===== src/hdl/arw_pkg.sv =====
// Shared types and constants for the adaptive read-ahead window block.
package arw_pkg;

	localparam int ADDR_W  = 40;
	localparam int COUNT_W = 7;
	localparam int SLOT_W  = 6;

	typedef enum logic {
		CMD_GET   = 1'b0,
		CMD_CLEAR = 1'b1
	} arw_cmd_t;

	typedef struct packed {
		arw_cmd_t            cmd;
		logic [ADDR_W-1:0]   block_address;
	} arw_req_t;

	typedef struct packed {
		logic                hit;
		logic [ADDR_W-1:0]   fetch_start;
		logic [COUNT_W-1:0]  fetch_count;
		logic [SLOT_W-1:0]   buffer_offset;
	} arw_rsp_t;

endpackage


===== src/hdl/arw_core.sv =====
// Window state registers and the combinational hit/miss decision.
module arw_core #(
	parameter int MIN_FETCH = 1,
	parameter int MAX_FETCH = 64
) (
	input  logic                        clk,
	input  logic                        arst_n,
	input  logic                        step,
	input  arw_pkg::arw_req_t           req,
	input  logic [arw_pkg::ADDR_W-1:0]  device_blocks,
	output logic                        has_rsp,
	output arw_pkg::arw_rsp_t           rsp
);

	localparam int FLOOR    = MIN_FETCH + 1;
	localparam int SIZE_MAX = (MAX_FETCH > FLOOR) ? MAX_FETCH : FLOOR;
	localparam int SIZE_W   = $clog2(SIZE_MAX + 1);
	localparam int THR_W    = SIZE_W + 1;
	localparam int FW       = (SIZE_W > arw_pkg::COUNT_W) ? SIZE_W : arw_pkg::COUNT_W;
	localparam int AW       = arw_pkg::ADDR_W;

	logic [AW-1:0]     begin_q, end_q, last_hit_q;
	logic [SIZE_W-1:0] size_q;

	logic [AW-1:0]     begin_d, end_d, last_hit_d;
	logic [SIZE_W-1:0] size_d;

	logic [AW-1:0]     addr, off, remain, last_off;
	logic              in_window;
	logic [SIZE_W:0]   dbl;
	logic [SIZE_W-1:0] half, fetched;
	logic [THR_W-1:0]  quarter, thr;
	logic [FW-1:0]     fetched_wide;

	assign addr      = req.block_address;
	assign in_window = (addr >= begin_q) && (addr < end_q);
	assign off       = addr - begin_q;
	assign remain    = device_blocks - addr;
	assign last_off  = last_hit_q - begin_q;
	assign dbl       = {size_q, 1'b0};
	assign half      = size_q >> 1;
	assign quarter   = THR_W'(size_q >> 2);
	assign thr       = (quarter << 1) + quarter;

	// An address beyond the device end fetches the full size.
	always_comb begin
		fetched = size_q;
		if (addr <= device_blocks && remain < AW'(size_q)) begin
			fetched = remain[SIZE_W-1:0];
		end
	end

	assign fetched_wide = FW'(fetched);

	always_comb begin
		begin_d    = begin_q;
		end_d      = end_q;
		last_hit_d = last_hit_q;
		size_d     = size_q;
		has_rsp    = 1'b0;
		rsp        = '0;
		if (req.cmd == arw_pkg::CMD_CLEAR) begin
			begin_d = '0;
			end_d   = '0;
		end else if (in_window) begin
			has_rsp = 1'b1;
			if (off >= AW'(half)) begin
				size_d = (dbl < (SIZE_W+1)'(MAX_FETCH)) ? dbl[SIZE_W-1:0]
				                                         : SIZE_W'(MAX_FETCH);
			end
			last_hit_d        = addr;
			rsp.hit           = 1'b1;
			rsp.buffer_offset = off[arw_pkg::SLOT_W-1:0];
		end else begin
			has_rsp = 1'b1;
			end_d   = addr + AW'(fetched);
			// The last hit offset wraps, so a last hit below the window never shrinks.
			if (last_off < AW'(thr)) begin
				size_d = (half > SIZE_W'(FLOOR)) ? half : SIZE_W'(FLOOR);
			end
			begin_d         = addr;
			rsp.fetch_start = addr;
			rsp.fetch_count = fetched_wide[arw_pkg::COUNT_W-1:0];
		end
	end

	always_ff @(posedge clk or negedge arst_n) begin
		if (!arst_n) begin
			begin_q    <= '0;
			end_q      <= '0;
			last_hit_q <= '0;
			size_q     <= SIZE_W'(FLOOR);
		end else if (step) begin
			begin_q    <= begin_d;
			end_q      <= end_d;
			last_hit_q <= last_hit_d;
			size_q     <= size_d;
		end
	end

endmodule


===== src/hdl/arw_rsp_reg.sv =====
// Result register that holds a response until the receiver takes it.
module arw_rsp_reg (
	input  logic              clk,
	input  logic              arst_n,
	input  logic              load,
	input  arw_pkg::arw_rsp_t data,
	output logic              valid,
	input  logic              ready,
	output arw_pkg::arw_rsp_t rsp
);

	logic              valid_q;
	arw_pkg::arw_rsp_t data_q;

	always_ff @(posedge clk or negedge arst_n) begin
		if (!arst_n) begin
			valid_q <= 1'b0;
		end else if (load) begin
			valid_q <= 1'b1;
		end else if (ready) begin
			valid_q <= 1'b0;
		end
	end

	always_ff @(posedge clk) begin
		if (load) begin
			data_q <= data;
		end
	end

	assign valid = valid_q;
	assign rsp   = data_q;

endmodule


===== src/hdl/adaptive_readahead_window.sv =====
// Top level of the adaptive read-ahead window controller.
//
// Requests arrive on req (valid/ready): a get carries a block address, a
// clear empties the window. Each get produces one response on rsp
// (valid/ready): a hit with the slot in the prefetch buffer, or a miss with
// the start and length of the device read. A clear produces no response.
// cfg_we/cfg_data write the device size in blocks; write it while idle.
//
// A request is captured in an input register, decided combinationally
// against the window registers and lands in the result register. One
// request is taken per cycle unless the response register stalls; the
// window update is a single pass of compares and adds.
// While the response register is full and rsp_ready is low, the input
// register holds and req_ready drops; a clear still passes through.
// Reset empties the window, sets the fetch size to its floor and clears the
// device size; the block takes requests right after reset.
module adaptive_readahead_window #(
	parameter int MIN_FETCH = 1,
	parameter int MAX_FETCH = 64
) (
	input  logic                        clk,
	input  logic                        arst_n,
	input  logic                        req_valid,
	output logic                        req_ready,
	input  arw_pkg::arw_req_t           req,
	output logic                        rsp_valid,
	input  logic                        rsp_ready,
	output arw_pkg::arw_rsp_t           rsp,
	input  logic                        cfg_we,
	input  logic [arw_pkg::ADDR_W-1:0]  cfg_data
);

	logic                        valid_s1;
	arw_pkg::arw_req_t           req_s1;
	logic [arw_pkg::ADDR_W-1:0]  dev_blocks_q;
	logic                        advance, has_rsp;
	arw_pkg::arw_rsp_t           rsp_d;

	assign advance   = valid_s1 && (req_s1.cmd == arw_pkg::CMD_CLEAR || !rsp_valid || rsp_ready);
	assign req_ready = !valid_s1 || advance;

	always_ff @(posedge clk or negedge arst_n) begin
		if (!arst_n) begin
			valid_s1     <= 1'b0;
			dev_blocks_q <= '0;
		end else begin
			if (req_valid && req_ready) begin
				valid_s1 <= 1'b1;
			end else if (advance) begin
				valid_s1 <= 1'b0;
			end
			if (cfg_we) begin
				dev_blocks_q <= cfg_data;
			end
		end
	end

	always_ff @(posedge clk) begin
		if (req_valid && req_ready) begin
			req_s1 <= req;
		end
	end

	arw_core #(
		.MIN_FETCH(MIN_FETCH),
		.MAX_FETCH(MAX_FETCH)
	) u_core (
		.clk          (clk),
		.arst_n       (arst_n),
		.step         (advance),
		.req          (req_s1),
		.device_blocks(dev_blocks_q),
		.has_rsp      (has_rsp),
		.rsp          (rsp_d)
	);

	arw_rsp_reg u_rsp_reg (
		.clk   (clk),
		.arst_n(arst_n),
		.load  (advance && has_rsp),
		.data  (rsp_d),
		.valid (rsp_valid),
		.ready (rsp_ready),
		.rsp   (rsp)
	);

endmodule


===== config.mk =====
export PLATFORM = sky130hd
export DESIGN_NAME = adaptive_readahead_window
export DESIGN_NICKNAME = d
export VERILOG_FILES = /design/src/hdl/arw_pkg.sv /design/src/hdl/arw_core.sv /design/src/hdl/arw_rsp_reg.sv /design/src/hdl/adaptive_readahead_window.sv
export SDC_FILE = /design/constraint.sdc
export NUM_CORES = 1
export LEC_CHECK = 0
export BUFFER_PORTS_ARGS = -buffer_cell sky130_fd_sc_hd__buf_2
export CORE_MARGIN = 2
export CORE_UTILIZATION = 50
export CTS_CLUSTER_SIZE = 24
export DETAILED_ROUTE_END_ITERATION = 10
export GPL_ROUTABILITY_DRIVEN = 0
export MAX_ROUTING_LAYER = met4
export PLACE_DENSITY_LB_ADDON = 0.1
export REMOVE_ABC_BUFFERS = 1
export SYNTH_ARGS = -nofsm -noshare
export SYNTH_HDL_FRONTEND = slang
export SYNTH_HIERARCHICAL = 1
export SYNTH_SLANG_ARGS = --single-unit

===== constraint.sdc =====
create_clock -name clk -period 8.2 [get_ports clk]
set_input_delay 1.64 -clock clk [delete_from_list [all_inputs] [get_ports clk]]
set_output_delay 1.64 -clock clk [all_outputs]
set_load 0.02 [all_outputs]

---- After elaboration in Yosys (flattened, before gate mapping) ----
Cells that the tools add are included.
storage, ports and cells
  flip-flop bits (word level) ............. 264
  output and inout port bits .............. 56
  logic and storage cells ................. 64
  bits of input ports ..................... 86
cells by class
  equal/unequal tests ..................... 2
  reductions and logical operators ........ 18
  multiplexer cells ....................... 16
  add/subtract/negate cells ............... 5
  magnitude comparators ................... 8
  bitwise gates (word level) .............. 2
operators by type and width
  kind                                                                          number
  40-bit 2-to-1 mux                                                             4
  40-bit subtractor                                                             3
  40-bit by 7-bit adder with 40-bit output                                      1
  40-bit >= comparator                                                          1
  40-bit by 6-bit >= comparator with 1-bit output                               1
  40-bit less-or-equal comparator                                               1
  40-bit less-than comparator                                                   1
  40-bit by 7-bit less-than comparator with 1-bit output                        1
  40-bit by 8-bit less-than comparator with 1-bit output                        1
  7-bit 2-to-1 mux                                                              5
  8-bit by 7-bit less-than comparator with 1-bit output, second input constant  1
  6-bit by 5-bit adder with 7-bit output                                        1
  6-bit by 2-bit > comparator with 1-bit output, second input constant          1
  1-bit 2-to-1 mux                                                              6
  6-bit 2-to-1 mux                                                              1
  2-bit nonzero test                                                            3
  1-bit logical AND                                                             5
  2-bit inequality test, second input constant                                  2
  4-bit AND reduction                                                           1
  2-bit OR reduction                                                            2
  1-bit logical OR                                                              3
  3-bit AND reduction                                                           1
  1-bit zero test                                                               2
  1-bit NOT                                                                     2
  2-bit AND reduction                                                           1

---- Longest topological paths before layout ----
Gate-level depths: netlist of run 1.
  depth after elaboration ................. 7
  mapped depth ............................ 34
  depth with buffers taken out ............ 34

---- Cells and area by module ----
Netlist of run 1, hierarchy kept.
modules (own cells, without submodules)
  module                     cells an instance  instances  seq. area each (sq um)  area an instance (sq um)
  arw_core                   2,059              1          3,179.3                 15,366.0
  adaptive_readahead_window  133                1          2,257.2                 2,797.7
  arw_rsp_reg                57                 1          1,646.6                 1,657.8

---- Least setup slack after synthesis of run 1 ----
Ideal clock, no wire load.
  path type ............................... reg2reg
  start point ............................. register req_s1[1] (netlist name)
  end point ............................... register u_core.end_q[39]
  setup time .............................. 0.096 ns
  clock period less this slack ............ 6.544 ns
  required time ........................... 8.104 ns
  path slack .............................. 1.656 ns
  path buffers ............................ 1
  stages on the path, launching flop included .. 35
  arrival time ............................ 6.449 ns
  cell sequence ........................... edfxtp_1 > inv_1 > ha_1 > nor2b_1 > o21a_1 > o21a_1 > o21ai_0 > nand2_1 > xor2_1 > ha_1 > a21o_1 > a21oi_1 > o21ai_0 > nor4_1 > o2111ai_1 > nor4_1 > nand4_1 > nor4_1 > or4b_4 > o21ai_1 > nand2_1 > ha_1 > a21o_1 > a21o_1 > a21o_1 > a21oi_1 > o21bai_1 > a21oi_1 > nor3_1 > and3_1 > clkbuf_1 > nand2b_1 > nor4_1 > xnor2_1 > o31ai_1
on the way
  cells in the longest elaborated chain, start to end .. 7
  elaborated cells on any way between the ends .. 13
  those cells by class .................... 2 x add/sub; 4 x order compare; 1 x eq/ne; 3 x mux; 3 x reduce/logical
ends and longest elaborated chain
  element                                                 RTL line                         text
  from (decl)                                             adaptive_readahead_window.sv:34  arw_pkg::arw_req_t req_s1;
  from (signal assigned)                                  adaptive_readahead_window.sv:60  req_s1 <= req;
  40-bit subtractor                                       arw_core.sv:38                   assign remain = device_blocks - addr;
  40-bit by 7-bit less-than comparator with 1-bit output  arw_core.sv:48                   if (addr <= device_blocks && remain < AW'(size_q)) begin
  1-bit logical AND                                       arw_core.sv:48
  7-bit 2-to-1 mux                                        arw_core.sv:48
  40-bit by 7-bit adder with 40-bit output                arw_core.sv:76                   end_d = addr + AW'(fetched);
  40-bit 2-to-1 mux                                       arw_core.sv:65                   end else if (in_window) begin
  40-bit 2-to-1 mux                                       arw_core.sv:62                   if (req.cmd == arw_pkg::CMD_CLEAR) begin
  to (signal assigned)                                    arw_core.sv:95                   end_q <= end_d;
  to (decl)                                               arw_core.sv:22                   logic [AW-1:0] begin_q, end_q, last_hit_q;
Several ways; a longest one is shown, not always the timed one. The select of a mux whose other input is x is not followed.
A chain may end at the register's enable or synchronous reset.

---- Worst setup path in the final report of run 1 ----
  start point ............................. register req_s1[2] (netlist name)
  end point ............................... register u_core.end_q[32]
The elaborated chain is that of the path after synthesis.

==> results of run 1 <==
-- worst paths after layout --
check,start,to,slack (ns),cells past startpoint
max,req_s1[2]$_DFFE_PP_,u_core/end_q[32]$_DFFE_PN0P_,0.63,32
min,u_core/begin_q[19]$_DFFE_PN0P_,u_core/begin_q[19]$_DFFE_PN0P_,0.48,2
max reg2reg,req_s1[2]$_DFFE_PP_,u_core/end_q[32]$_DFFE_PN0P_,0.63,32
min reg2reg,u_core/begin_q[19]$_DFFE_PN0P_,u_core/begin_q[19]$_DFFE_PN0P_,0.48,2
max in group asynchronous,arst_n,u_core/last_hit_q[20]$_DFFE_PN0P_,5.40,2
min in group asynchronous,arst_n,u_core/begin_q[9]$_DFFE_PN0P_,1.18,1
-- kinds of logic (layout without fill, tap and decap cells) --
kind of cell	Yosys count	after routing
xor+xnor	102	102
flops	264	264
fa+ha+maj	199	199
simple gates	710	710
compound gates	663	663
buf+inv	248	391
mux	63	63
-- power by group through the flow --
stage          registers [mW]  clock network (mW)  logic (mW)
6_report                 1.84                1.22        3.82
5_1_grt                  1.86                1.29        4.16
4_1_cts                  1.83                1.24        3.71
3_5_place_dp             1.86                   0        3.69
3_3_place_gp             1.85                   0        3.65
2_1_floorplan            1.80                   0        2.68
-- flip-flops by register name, summed over array words and instances (netlist names), 7 cells and up --
name and flops:
dev_blocks_q 40, req_s1 41, u_core/begin_q 40, u_core/end_q 40
u_core/last_hit_q 40, u_core/size_q 7, u_rsp_reg/rsp 54
-- stage by stage --
stage / utilization [%] / power [mW] / cells
floorplan: - / 4.49 / 2172
global placement: 54.2 / 5.50 / 2858
detailed placement: 54.2 / 5.55 / 2858
CTS: 56.4 / 6.78 / 2910
global route: 56.4 / 7.31 / 2910
finish: 56.4 / 6.89 / 2910
-- placed cells by master, fill, tap and decap left out, types with 23 or more instances in the layout --
| master | count |
|---|---|
| a21o_1 | 71 |
| a21oi_1 | 159 |
| a31oi_1 | 23 |
| buf_2 | 140 |
| buf_4 | 27 |
| clkbuf_16 | 29 |
| dfrtp_1 | 168 |
| edfxtp_1 | 95 |
| ha_1 | 194 |
| inv_1 | 164 |
| mux2_2 | 46 |
| nand2_1 | 273 |
| nand3_1 | 41 |
| nand4_1 | 57 |
| nor2_1 | 148 |
| nor3_1 | 51 |
| o21a_1 | 24 |
| o21ai_0 | 197 |
| xnor2_1 | 72 |
| xor2_1 | 30 |
-- cell type report --
cell class	count	area, sq um	area share (%)
Clock inverter	17	113	0.513
Clock buffer	35	758	3.45
Multi-Input combinational cell	1737	11800	53.8
Inverter	171	642	2.92
Timing Repair Buffer	168	915	4.16
Tap cell	518	648	2.95
Sequential cell	264	7080	32.2
-- layer usage --
metal | vias to the layer above | track usage (%) | wire length (um)
li1 | 8405 | - | -
met4 | 0 | 10.5 | 2410
met5 | - | - | 0
met1 | 8793 | 47.0 | 29200
met2 | 969 | 47.8 | 28200
met3 | 154 | 3.26 | 5580
-- worst register-to-register path, delay by kind of cell, from the launching register on --
family	cells	cell delay, ns
buf+inv	1	0.20
xor+xnor	2	0.34
fa+ha+maj	4	0.98
compound gates	11	1.85
simple gates	14	3.56
flops	1	0.47
==> flow_summary.yaml, run 1 <==
status:
  status: "finished clean"
floorplan:
  io_pins: 142
  dieArea_sq_um: 41300
  die_w_um: 203
  core_area_sq_um: 38900
  rows: 72
  initial_core_util_pct: 50.9
  die_y_um: 203
yosys:
  ys_warn_count: 6
  synth_top_family_by_area: "compound AO/OA/AOI/OAI gates"
  yosysTopAreaCellShare_pct: 21.2
  synth_xor_area_share_pct: 4.51
  async_flop_share_pct: 64.0
  yosysMostFrequentCell: "nand2_1"
  synth.largest_area_cell: "dfrtp_1"
  ys_seq_area_share_pct: 35.7
  syn-instance-count: 2249
  synth_compound_area_share_pct: 21.4
  ys_types: 99
  synthTopCellsByArea: "dfrtp_1 (21%), edfxtp_1 (14%), ha_1 (12%), nand2_1 (5.2%), o21ai_0 (5.0%)"
  avgSynthCellArea_sq_um: 8.81
  synthMuxAreaShare_pct: 3.50
  synth_seq_cells: 264
  syn_area_sq_um: 19800
  synthTopCellsByCount: "nand2_1 (274), o21ai_0 (198), ha_1 (194)"
  yosys.area_share.simple_pct: 17.2
  ys.flop_type: "dfrtp_1"
  synth_edf_count: 95
  yosys.area_share.adder_pct: 12.8
route:
  vias: 18300
  dr.first_iter.drc_count: 2122
  first_pass_iters: 7
  routed_wl_um: 65400
  wl_per_cell_um: 22.5
  drc: 0
  antenna_left: 0
  viasPerCell: 6.30
finish:
  design_area_sq_um: 22000
  syn_to_final_growth_pct: 10.8
  fillers: 3599
  n_antenna_cell: 0
  layout-drive-gt1-share_pct: 12.8
  fin_nets: 2655
sta:
  drv_slew: 0
  max_freq_mhz: 132
  setup_tns_ns: 0
  slew-limit-headroom_pct: 31.8
  hold_viol_final: 0
  period_share_pct: 92.4
  whs_ns: 0.476
  tightestPinTransition_ns: 1.02
  finalSetupViolations: 0
  finalCriticalPeriod_ns: 7.57
  rsz0062_at_grt: "no"
  setup_slack_ns: 0.626
  finClkSkew_ns: 0.0308
clocking:
  cts_tree: "yes"
  cts.sinks: 264
  post_cts_resized: 0
  cts_max_level: 1
  clk_pin_slew_ns: 0.06
  postCtsSetupRepairBufs: 0
  clkLatencyLatePin_ns: 0.57
  numCtsBuffers: 28
  ctsHoldBuffers: 0
  cts_buffer_depth: 3
  root_buffer: "clkbuf_16"
pwr:
  p_int_mw: 3.75
  p_sw_share_pct: 45.5
  clkPwrFrac_pct: 17.7
  vdd_drop_max_mv: 0.148
  cellPowerDensity_nw_per_um2: 313
  p_sw_mw: 3.13
  comb_power_share_pct: 55.5
  seq_power_share_pct: 26.8
  leakage_nw: 9.62
critical_path:
  slowest_stage: "or4b_4"
  start_kind: "register"
  end_kind: "register"
  crit_arrival_ns: 7.98
  worst-path-max-fanout: 8
  path_buf_inv: 1
  cp_common_cell: "o21ai_0"
  slowest_delay_ns: 0.58
  cp.required_ns: 8.60
  cp_top_family: "simple AND/OR/NAND/NOR gates"
  criticalPathCategory: "register to register"
placement:
  place_ws_ns: 0.696
  placed_area_sq_um: 21100
  port_buffers: 141
  dpl.hpwl_um: 51000
grt:
  grt_pass1_vias: 17300
  grt_antenna_before_repair: 0
  grt_pass1_wl_um: 100000
  gr-total-overflow: 0
  grt_usage_pct: 32.4
  grt_max_degree: 95
worst_hold_path:
  hp-class: "register to register"
flow_run:
  max-cap-violations: 0
No activity file was read; power rests on OpenSTA's default activity.
==> run 2: changes to the inputs <==
Settings changed: RECOVER_POWER from default to 50.
==> run 2 against run 1 <==
Compared with the run above:
- the run now ends with max-capacitance violations, max-slew violations left
- critical endpoint unchanged
- register-to-register slack better by 0.04 ns
- clock power about the same
- power is essentially flat
==> flow_summary.yaml, run 2 (same netlist as run 1, synthesis figures left out) <==
status:
  status: "finished with violations"
  failed_checks: "max-capacitance violations, max-slew violations"
clocking:
  root_buffer: "clkbuf_16"
  cts_tree: "yes"
  postCtsSetupRepairBufs: 0
  cts_buffer_depth: 3
  clkLatencyLatePin_ns: 0.57
  ctsHoldBuffers: 0
  clk_pin_slew_ns: 0.06
  numCtsBuffers: 28
  cts.sinks: 264
  cts_max_level: 1
  post_cts_resized: 0
pwr:
  finalPower_mw: 6.89
  cellPowerDensity_nw_per_um2: 315
  vdd_drop_max_mv: 0.147
  leakage_nw: 9.48
critical_path:
  path_buf_inv: 1
  criticalPathCategory: "register to register"
  cp.required_ns: 8.60
  slowest_stage: "or4b_4"
  r2r_slack_ns: 0.66
  cp_common_cell: "o21ai_0"
  crit_arrival_ns: 7.94
  start_kind: "register"
  cp_top_family: "simple AND/OR/NAND/NOR gates"
  slowest_delay_ns: 0.58
  worst-path-max-fanout: 8
  end_kind: "register"
route:
  first_pass_iters: 6
  wl_per_cell_um: 22.5
  drc: 0
  dr.first_iter.drc_count: 2062
  vias: 18300
  viasPerCell: 6.29
  routed_wl_um: 65500
  antenna_left: 0
finish:
  syn_to_final_growth_pct: 10.5
  n_antenna_cell: 0
  seqCellArea_sq_um: 7080
  fin_cells: 2910
  final_common_cell: "nand2_1"
  largest_reg_flops: 54
  layout-drive-gt1-share_pct: 10.8
  fillers: 3621
  fin_nets: 2655
  final_cell_mix: "nand2_1 (273), o21ai_0 (197), ha_1 (194)"
  multiInputGateArea_sq_um: 11800
sta:
  finClkSkew_ns: 0.0314
  drv_slew: 234
  setup_tns_ns: 0
  slew-limit-headroom_pct: -276
  finalSetupViolations: 0
  finalCriticalPeriod_ns: 7.54
  tightestPinTransition_ns: 5.63
  max_freq_mhz: 133
  rsz0062_at_grt: "no"
  hold_viol_final: 0
  period_share_pct: 91.9
grt:
  gr-total-overflow: 0
  grt_max_degree: 95
  grt_antenna_before_repair: 0
  grt_pass1_wl_um: 100000
  grt_usage_pct: 32.4
  grt_pass1_vias: 17300
placement:
  dpl.hpwl_um: 51000
  port_buffers: 141
  place_inst: 2858
floorplan:
  io_pins: 142
  rows: 72
  die_y_um: 203
  die_w_um: 203
  dieArea_sq_um: 41300
  core_area_sq_um: 38900
  initial_core_util_pct: 50.9
worst_hold_path:
  hp-class: "register to register"
flow_run:
  max-cap-violations: 4
[run 2: cell count changes in the layout (fill, tap and decap cells not counted)]
cell,delta
buf_6,-1
buf_2,-42
buf_4,-2
nor3b_2,-1
nor3b_1,+1
clkbuf_1,+45
[run 2: worst reg2reg max path: cells and delay by family, from the launching register on]
family,cells,cell delay (ns)
AOI/OAI and AO/OA,11,1.86
and+or+nand+nor,14,3.52
adders and majority gates,4,0.98
xor gates and xnor gates,2,0.34
DFF,1,0.47
buffers and inverters,1,0.20
[run 2: per-stage QoR]
step	hold WS (ns)	util, %	setup slack, ns	cell area [sq um]
finish	0.477	56.3	0.661	21900
global route	0.503	56.3	0.0583	21900
CTS	0.484	56.4	0.600	22000
detailed placement	0.470	54.2	0.696	21100
global placement	0.461	54.2	0.825	21100
floorplan	0.443	-	0.464	19500
[run 2: per-layer routing]
metal | vias up | track usage (%) | part of all wire [%]
met5 | - | - | 0
met4 | 0 | 10.5 | 3.5
met3 | 144 | 3.26 | 8.6
met2 | 945 | 47.8 | 43
met1 | 8800 | 47.0 | 45
li1 | 8402 | - | -
[run 2: layout make-up]
cell class	instances	share of cell area, %
Clock buffer	35	3.46
Clock inverter	17	0.514
Inverter	171	2.93
Multi-Input combinational cell	1737	53.9
Sequential cell	264	32.3
Tap cell	518	2.96
Timing Repair Buffer	168	3.87
[run 2: final timing paths]
| path | startpoint | endpoint | cells past startpoint |
|---|---|---|---|
| setup / recovery | req_s1[2]$_DFFE_PP_ | u_core/end_q[32]$_DFFE_PN0P_ | 32 |
| hold / removal | u_core/begin_q[19]$_DFFE_PN0P_ | u_core/begin_q[19]$_DFFE_PN0P_ | 2 |
| setup reg to reg | req_s1[2]$_DFFE_PP_ | u_core/end_q[32]$_DFFE_PN0P_ | 32 |
| hold reg to reg | u_core/begin_q[19]$_DFFE_PN0P_ | u_core/begin_q[19]$_DFFE_PN0P_ | 2 |
| max in group asynchronous | arst_n | dev_blocks_q[26]$_DFFE_PN0P_ | 1 |
| min in group asynchronous | arst_n | u_core/begin_q[9]$_DFFE_PN0P_ | 1 |
[run 2: power breakdown]
| group | switching (mW) | internal, mW |
|---|---|---|
| combinational | 2.39 | 1.43 |
| sequential | 0.209 | 1.63 |
| clock | 0.533 | 0.685 |
==> run 3: changes to the inputs <==
Settings changed: ABC_AREA from default to 1.
==> run 3 against run 2 <==
Compared with the run above:
- the flow still finishes with violations (max-capacitance violations, max-slew violations)
- wire length rose by 12%
- first-iteration DRC count grew 2.4%
- die area up 13%
- critical endpoint is now u_core/end_q[22]$_DFFE_PN0P_
==> flow_summary.yaml, run 3 <==
worst_hold_path:
  hp-class: "register to register"
grt:
  grt_usage_pct: 32.1
  gr-total-overflow: 0
  grt_antenna_before_repair: 0
  grt_max_degree: 98
  grt_pass1_vias: 21300
  grt_pass1_wl_um: 114000
sta:
  tightestPinTransition_ns: 5.49
  period_share_pct: 81.8
  rsz0062_at_grt: "no"
  finalCriticalPeriod_ns: 6.71
  whs_ns: 0.489
  finalSetupViolations: 0
  drv_slew: 277
  hold_viol_final: 0
  setup_tns_ns: 0
  slew-limit-headroom_pct: -266
  finClkSkew_ns: 0.0266
  max_freq_mhz: 149
floorplan:
  dieArea_sq_um: 46500
  rows: 77
  io_pins: 142
  core_area_sq_um: 44200
  die_y_um: 216
  initial_core_util_pct: 50.6
  die_w_um: 216
critical_path:
  cp_common_cell: "nand2_1"
  slowest_stage: "edfxtp_1"
  worst-path-max-fanout: 8
  crit_arrival_ns: 7.15
  slowest_delay_ns: 0.75
  start_kind: "register"
  cp.required_ns: 8.64
  criticalPathCategory: "register to register"
  end_kind: "register"
yosys:
  ys_seq_area_share_pct: 31.7
  synthTopCellsByCount: "nand2_1 (1046), inv_1 (543), nor2_1 (328)"
  ys.flop_type: "dfrtp_1"
  synth.largest_area_cell: "dfrtp_1"
  ys_warn_count: 6
  syn-instance-count: 3271
  async_flop_share_pct: 64.0
  synthTopCellsByArea: "dfrtp_1 (19%), nand2_1 (18%), edfxtp_1 (13%), ha_1 (11%), inv_1 (9.1%)"
  syn_area_sq_um: 22400
  synth_edf_count: 95
  avgSynthCellArea_sq_um: 6.84
  ys_types: 49
  yosysMostFrequentCell: "nand2_1"
  synth_seq_cells: 264
  yosysTopAreaCellShare_pct: 18.8
finish:
  utilization_pct: 55.3
  final_cell_mix: "nand2_1 (1045), inv_1 (543), nor2_1 (327)"
  n_antenna_cell: 0
  layout-drive-gt1-share_pct: 7.80
  largest_reg_flops: 54
  fin_nets: 3696
  final_common_cell: "nand2_1"
  syn_to_final_growth_pct: 9.28
pwr:
  p_int_mw: 3.70
  comb_power_share_pct: 54.3
  finalPower_mw: 6.96
  clkPwrFrac_pct: 20.2
  cellPowerDensity_nw_per_um2: 285
  p_sw_share_pct: 46.9
  vdd_drop_max_mv: 0.163
  p_sw_mw: 3.26
  seq_power_share_pct: 25.5
  leakage_nw: 12.6
route:
  dr.first_iter.drc_count: 2111
  viasPerCell: 5.56
  wl_per_cell_um: 18.3
  antenna_left: 0
  routed_wl_um: 73600
  drc: 0
  first_pass_iters: 6
  vias: 22400
status:
  failed_checks: "max-capacitance violations, max-slew violations"
  status: "finished with violations"
clocking:
  postCtsSetupRepairBufs: 0
  numCtsBuffers: 30
  cts_max_level: 1
  clk_pin_slew_ns: 0.06
  cts_tree: "yes"
  post_cts_resized: 0
  ctsHoldBuffers: 0
  clkLatencyLatePin_ns: 0.60
  root_buffer: "clkbuf_16"
  cts.sinks: 264
  cts_buffer_depth: 3
flow_run:
  max-cap-violations: 4
placement:
  port_buffers: 141
  dpl.hpwl_um: 59200
## run 3: layer usage
metal / vias up / track usage (%) / part of all wire, %
li1: 10800 / - / -
met1: 10500 / 41.4 / 42
met2: 931 / 50.9 / 45
met3: 200 / 4.86 / 8.1
met4: 0 / 12.4 / 4.3
met5: - / - / 0
## run 3: per-stage QoR
stage / instance area (sq um) / setup WS [ns] / std cells
6_report: 24500 / 1.49 / 4027
5_1_grt: 24500 / 0.960 / 4027
4_1_cts: 24600 / 1.67 / 4027
3_5_place_dp: 23600 / 1.70 / 3971
3_3_place_gp: 23600 / 1.82 / 3971
2_1_floorplan: 22000 / 3.18 / 3228
## run 3: kinds of logic after synthesis
logic type                 count (synthesis)  share of synthesized area, %
xor gates and xnor gates                  36                          1.41
adders and majority gates                199                          11.3
and+or+nand+nor                         1713                          31.7
buffers and inverters                    599                          10.8
DFF                                      264                          31.7
AOI/OAI and AO/OA                        460                          13.1
## run 3: final cells by class
type	instances	area, sq um
clock buffer	45	910
inverter	556	2090
multi-input combinational	2408	12800
fill	4356	19800
sequential	264	7080
clock inverter	11	130
tap	592	741
timing repair buffer	151	733
## run 3: power groups by stage
| stage | clock (mW) | combinational [mW] | sequential [mW] |
|---|---|---|---|
| final | 1.41 | 3.78 | 1.77 |
| after global routing | 1.48 | 4.24 | 1.79 |
| after CTS | 1.43 | 3.70 | 1.76 |
| after detailed placement | 0 | 3.68 | 1.79 |
| after global placement | 0 | 3.61 | 1.78 |
| after floorplan | 0 | 2.71 | 1.75 |
## run 3: worst paths after layout
| check | slack (ns) | startpoint | cells after the start | to |
|---|---|---|---|---|
| setup / recovery | 1.49 | req_s1[1]$_DFFE_PP_ | 36 | u_core/end_q[22]$_DFFE_PN0P_ |
| hold / removal | 0.49 | u_core/last_hit_q[19]$_DFFE_PN0P_ | 2 | u_core/last_hit_q[19]$_DFFE_PN0P_ |
| setup reg to reg | 1.49 | req_s1[1]$_DFFE_PP_ | 36 | u_core/end_q[22]$_DFFE_PN0P_ |
| hold reg to reg | 0.49 | u_core/last_hit_q[19]$_DFFE_PN0P_ | 2 | u_core/last_hit_q[19]$_DFFE_PN0P_ |
| max in group asynchronous | 2.04 | arst_n | 2 | u_core/last_hit_q[19]$_DFFE_PN0P_ |
| min in group asynchronous | 3.06 | arst_n | 1 | dev_blocks_q[2]$_DFFE_PN0P_ |
## run 3: worst max-delay path: cells and delay by family (launching register included)
family / cells / cell delay, ns
buf+inv: 1 / 0.27
compound gates: 5 / 0.87
simple gates: 24 / 2.92
flops: 1 / 0.75
fa+ha+maj: 4 / 1.29
xor+xnor: 2 / 0.43
